**src/design/assert_macros.svh**
```systemverilog
// Assertion macros for the design files.
// Depends on nothing; included by files that carry concurrent checks.
`ifndef ASSERT_MACROS_SVH
`define ASSERT_MACROS_SVH

// Fail when expr is ever true outside reset.
`define ASSERT_NEVER(label, clk, rst, expr, msg) \
  label: assert property (@(posedge clk) disable iff (rst) !(expr)) else $error(msg);

// Fail when cond holds and then exp does not hold in the next cycle.
`define ASSERT_NEXT(label, clk, rst, cond, exp, msg) \
  label: assert property (@(posedge clk) disable iff (rst) (cond) |=> (exp)) else $error(msg);

`endif

```
**src/design/dec_pkg.sv**
```systemverilog
// Types, constants and helpers for the disc contact resolver.
// Used by every module of the block; depends on nothing.
package dec_pkg;

  localparam logic [1:0] ST_NONE       = 2'd0;
  localparam logic [1:0] ST_RESOLVED   = 2'd1;
  localparam logic [1:0] ST_COINCIDENT = 2'd2;

  localparam int DIR_BITS    = 14;
  localparam int SQRT_STAGES = 32;
  localparam int DIV_STEPS   = 35;
  localparam int Q_DEPTH     = 4;
  localparam int Q_AW        = $clog2(Q_DEPTH);
  localparam int Q_CW        = $clog2(Q_DEPTH + 1);
  localparam int BACK_DEPTH  = SQRT_STAGES + 2 + DIV_STEPS + 8 + DIV_STEPS + 2 + DIV_STEPS + 1;

  typedef struct packed {
    logic signed [31:0] first_pos_x;
    logic signed [31:0] first_pos_y;
    logic signed [31:0] first_vel_x;
    logic signed [31:0] first_vel_y;
    logic        [15:0] first_mass;
    logic        [30:0] first_rad;
    logic signed [31:0] second_pos_x;
    logic signed [31:0] second_pos_y;
    logic signed [31:0] second_vel_x;
    logic signed [31:0] second_vel_y;
    logic        [15:0] second_mass;
    logic        [30:0] second_rad;
  } pair_t;

  typedef struct packed {
    logic signed [31:0] new_first_x;
    logic signed [31:0] new_first_y;
    logic signed [31:0] new_first_vx;
    logic signed [31:0] new_first_vy;
    logic signed [31:0] new_second_x;
    logic signed [31:0] new_second_y;
    logic signed [31:0] new_second_vx;
    logic signed [31:0] new_second_vy;
    logic        [1:0]  contact_status;
  } result_t;

  typedef struct packed {
    pair_t       item;
    logic [31:0] ax;
    logic [31:0] ay;
    logic        dxn;
    logic        dyn;
    logic [31:0] rsum;
    logic [63:0] sq;
    logic [1:0]  status;
  } front_t;

  function automatic logic [31:0] sat32(input logic signed [39:0] v);
    if (v > 40'sh007FFFFFFF) begin
      return 32'h7FFFFFFF;
    end else if (v < 40'shFF80000000) begin
      return 32'h80000000;
    end else begin
      return v[31:0];
    end
  endfunction

endpackage

```
**src/design/dec_queue.sv**
```systemverilog
// Short queue between front end and back end.
// Depends on dec_pkg and assert_macros.svh.
`include "assert_macros.svh"

module dec_queue (
  input  logic            clk,
  input  logic            rst,
  input  logic            push,
  input  dec_pkg::front_t din,
  input  logic            pop,
  output logic            valid,
  output dec_pkg::front_t head,
  output logic            room
);

  dec_pkg::front_t mem [0:dec_pkg::Q_DEPTH-1];
  logic [dec_pkg::Q_AW-1:0] wr_ptr, rd_ptr;
  logic [dec_pkg::Q_CW-1:0] count;

  assign valid = count != '0;
  assign room  = count != dec_pkg::Q_CW'(dec_pkg::Q_DEPTH);
  assign head  = mem[rd_ptr];

  always_ff @(posedge clk) begin
    if (push) begin
      mem[wr_ptr] <= din;
    end
  end

  always_ff @(posedge clk) begin
    if (rst) begin
      wr_ptr <= '0;
      rd_ptr <= '0;
      count  <= '0;
    end else begin
      if (push) begin
        wr_ptr <= wr_ptr + 1'b1;
      end
      if (pop) begin
        rd_ptr <= rd_ptr + 1'b1;
      end
      if (push && !pop) begin
        count <= count + 1'b1;
      end else if (pop && !push) begin
        count <= count - 1'b1;
      end
    end
  end

  `ASSERT_NEVER(a_no_overflow, clk, rst, push && !pop && !room, "queue overflow")
  `ASSERT_NEVER(a_no_underflow, clk, rst, pop && !valid, "queue underflow")
  `ASSERT_NEXT(a_count_up, clk, rst, push && !pop, count == $past(count) + 1'b1, "count lost a word")

endmodule

```
**config.mk**
```make
export PLATFORM = sky130hd
export DESIGN_NAME = dec_queue
export DESIGN_NICKNAME = d
export VERILOG_FILES = /design/src/design/dec_pkg.sv /design/src/design/dec_queue.sv
export VERILOG_INCLUDE_DIRS = /design/src /design/src/design
export SDC_FILE = /design/constraint.sdc
export NUM_CORES = 1
export LEC_CHECK = 0
export ABC_CLOCK_PERIOD_IN_PS = 19700
export BUFFER_PORTS_ARGS = -buffer_cell sky130_fd_sc_hd__buf_2
export CAP_MARGIN = 20
export CORE_AREA = 2 2 399 401
export DETAILED_ROUTE_END_ITERATION = 10
export DIE_AREA = 0 0 401 403
export PLACE_DENSITY = 0.71
export SLEW_MARGIN = 25
export SYNTH_ARGS = -nofsm -noshare
export SYNTH_HDL_FRONTEND = slang
export SYNTH_SLANG_ARGS = --single-unit
```
**constraint.sdc**
```tcl
create_clock -name clk -period 19.7 [get_ports clk]
set_input_delay 1.97 -clock clk [delete_from_list [all_inputs] [get_ports clk]]
set_output_delay 1.97 -clock clk [all_outputs]
set_load 0.01 [all_outputs]
```
* After elaboration in Yosys (flattened, before gate mapping) *
Memories as Yosys holds them, arrays and structs flattened. A register that Yosys moved wholly into a read port is not among the register bits.
Cells that the tools add are included.

storage, ports and cells
  flip-flop bits (word level) = 7
  bits in writable memories = 2056
  bits of input ports = 518
  output and inout port bits = 516
  word-level logic and storage cells = 21
  memories kept = 1

memory list
  name  depth  width  read ports  clocked after memory_dff  write ports  RTL line         text
  mem   4      514    1           1                         1            dec_queue.sv:16  dec_pkg::front_t mem [0:dec_pkg::Q_DEPTH-1];

cells by class
  add/sub/neg operators = 4
  equality and inequality tests = 1
  multiplexer cells = 6
  reductions and logical operators = 6

operator list
  operator                                                            number
  3-bit 2-to-1 mux                                                    2
  2-bit by 1-bit adder with 2-bit output, second input constant       2
  2-bit 2-to-1 mux                                                    2
  3-bit by 1-bit adder with 3-bit output, second input constant       1
  3-bit inequality test, second input constant                        1
  3-bit nonzero test                                                  1
  3-bit by 1-bit subtractor with 3-bit output, second input constant  1
  1-bit logical AND                                                   2
  1-bit zero test                                                     2
  1-bit 2-to-1 mux                                                    2
  2-bit nonzero test                                                  1

* Logic depth before layout (Yosys ltp) *
  depth after elaboration = 4
  mapped depth = 7
  gate-level depth less buffers = 7

* Least setup slack after synthesis *
Ideal clock, no wire load.

  kind = input to register
  start point = in push
  end point = mem mem[0][0] (netlist bit) (enable)
  library setup time = 0.943 ns
  arrival time = 13.506 ns
  data required time = 18.757 ns
  slack = 5.251 ns
  stages = 1
  buffers on the path = 0
  cell sequence = and2_1

between the ends
  longest elaborated chain between the ends = 2

RTL lines
  element                                 RTL line         text
  start, declared                         dec_queue.sv:8   input logic push,
  1-bit 2-to-1 mux                        dec_queue.sv:25  if (push) begin
  1-bit 2-to-1 mux (not written as such)  dec_queue.sv:26  mem[wr_ptr] <= din;
  end, declared                           dec_queue.sv:16

Every way passes these cells.

==> flow_summary.toml <==
[cts]
clock_latency_ns = 0.81
clk_path_buf_depth = 3
ctsResizeCount = 0
hold_buffers = 0
cts_max_level = 4
cts_setup_buffers = 0
cts_sinks = 2065
cts_tree = "done"
root_buffer = "clkbuf_16"
clk_pin_slew_ns = 0.06
cts_made_buffers = 199

[global_routing]
grt_max_degree = 154
grt_first_pass_wirelength_um = 236000
overflow = 0
track_usage_pct = 19.9
grt_pass1_vias = 35071
antenna_found_initial = 111

[placed_design]
port_buffers = 1033
hpwl_um = 103000
place_ws_ns = 12.84
placed_area_um2 = 81900
gp_congestion = 0.816

[timing]
period_minus_slack_ns = 7.76
setup_tns_ns = 0
slew_viol_final = 0
worstMarginPinSlew_ns = 1.10
rsz0062_at_grt = "false"
fin_ws_ns = 11.94
max_freq_ghz = 0.129
relSlewSlack_pct = 26.9
hold_viol = 0
period_share_pct = 39.4
clock_skew_ns = 0.0245
report.final.setup_viol = 0

[die]
dieHeight_um = 403
ios = 1034
fp.coreArea_um2 = 157000
chipWidth_um = 401
fp-row-count = 146
start_util_pct = 47.4
die_area_um2 = 162000

[detailed_routing]
dr.pass1.iters = 5
via_count = 34055
drc = 0
drt_iter0_markers = 3168
drt.antenna.violating_nets = 0
viasPerCell = 5.51
routed_wl_um = 164000
routedWlPerCell_um = 26.5

[yosys]
yosysSeqAreaShare_pct = 83.0
yosys.area.top_type_share_pct = 82.7
synth_nets = 3253
netlist_instances = 2729
synth-edff-count = 2056
syn-cell-area_um2 = 74600
syn_area_per_cell_um2 = 27.3
synth_flop_cell = "edfxtp_1"
ys_ff_latch = 2065
synthDistinctLibCells = 19
synthTopCellsByArea = "edfxtp_1 83%, mux4_2 16%, buf_6 0.78%"
ys_warn_count = 0
async_flop_share_pct = 0
synth_top_cell_by_area = "edfxtp_1"

[worst_setup_path]
r2r_cells = 6
required_ns = 17.73
ff2ff_setup_slack_ns = 15.57
cp.arrival_ns = 5.79
crit_path_cell_trace = "buf_12 -> buf_16 -> buf_4 -> buf_4 -> buf_4 -> mux4_2 -> buf_2"
cp-end-kind = "primary output"
startpoint_type = "flop"
r2r-start = "wr_ptr[0]"
cp_common_cell = "buf_4"
reg2reg_to = "mem[2][510]"
crit_type = "reg2out"
cpPeakStageDelay_ns = 0.84
critPathMaxFanout = 110
slowest_stage = "dfxtp_4"

[power_and_ir_drop]
power_density_nw_per_um2 = 111
ir_drop_mv = 0.0911
leakagePower_nw = 29.5

[final_layout]
final_area_um2 = 88800
nNetsFinal = 4415
final_common_cell = "edfxtp_1"
area_growth_pct = 18.9
drive_above_1_share_pct = 46.4
final_cell_mix = "2056 x edfxtp_1, 1033 x buf_2, 514 x mux4_2"

[hold_path]
holdPathStages = 2
holdPathEnd = "count[2]"
hold_start = "count[2]"
hold_class = "reg2reg"

[run]
maxCapViolations = 0

[run_status]
status = "completed"
-- cell families (layout without fill, tap and decap cells) --
kind of cell	after synthesis	in the layout	share of synthesized area (%)
compound gates	2	2	0.0134
xor+xnor	5	5	0.0587
fa+ha+maj	6	6	0.111
buf+inv	119	1456	1.21
flops	2065	2065	83.0
mux	516	516	15.5
other cells	0	41	0
simple gates	16	16	0.101
-- layout make-up --
type | instances | area, um^2
sequential | 2065 | 61900
antenna | 41 | 103
timing repair buffer | 1076 | 5760
clock inverter | 138 | 1360
tap | 2072 | 2590
fill | 11298 | 68700
inverter | 4 | 15.0
multi-input combinational | 545 | 11800
clock buffer | 238 | 5190
-- critical path, delay by kind of cell, from the launching register on --
kind,cells,cell delay (ns)
buffers and inverters,6,3.22
DFF,1,0.84
muxes,1,0.44
-- synthesized netlist by cell type (3+ instances only) --
library cell	count
edfxtp_1	2056
mux4_2	514
buf_2	53
buf_6	52
dfxtp_1	9
clkbuf_1	8
nor2_1	8
ha_1	5
and2_1	4
inv_1	4
xor2_1	3
-- report_power, final --
part / switching [mW] / internal (mW)
clock network: 1.59 / 2.17
logic: 0.539 / 0.400
registers: 0.0496 / 5.06
-- layer usage --
layer	GRT usage [%]	vias up	part of all wire, %	wire length [um]
met2	31.7	1487	49	80100
met5	0	-	0.41	668
met1	23.6	17651	36	58700
li1	-	14375	-	-
met4	8.92	96	4.2	6950
met3	8.59	446	11	17500
-- per-stage QoR --
step,cells,hold slack [ns],power (mW),util (%)
after floorplan,2729,0.466,5.83,-
final,6179,0.509,9.81,56.4
after detailed placement,5756,0.501,6.14,52.0
after CTS,6132,0.509,9.90,56.2
after global placement,5756,0.480,6.12,52.0
after global routing,6158,0.528,10.1,56.3
-- sequential cells by signal, summed over array words and instances (netlist names), named ones only --
name,count
count,3
rd_ptr,2
wr_ptr,2
mem,2056
-- worst max path at each step --
stage	from	to	cells past startpoint
6_report	flop	head[66]	7
5_1_grt	flop	head[66]	7
4_1_cts	flop	head[66]	6
3_5_place_dp	flop	head[72]	6
3_3_place_gp	flop	head[66]	6
2_1_floorplan	push	mem[0][0]	1
Note: power is estimated with default switching activity, not from simulation.
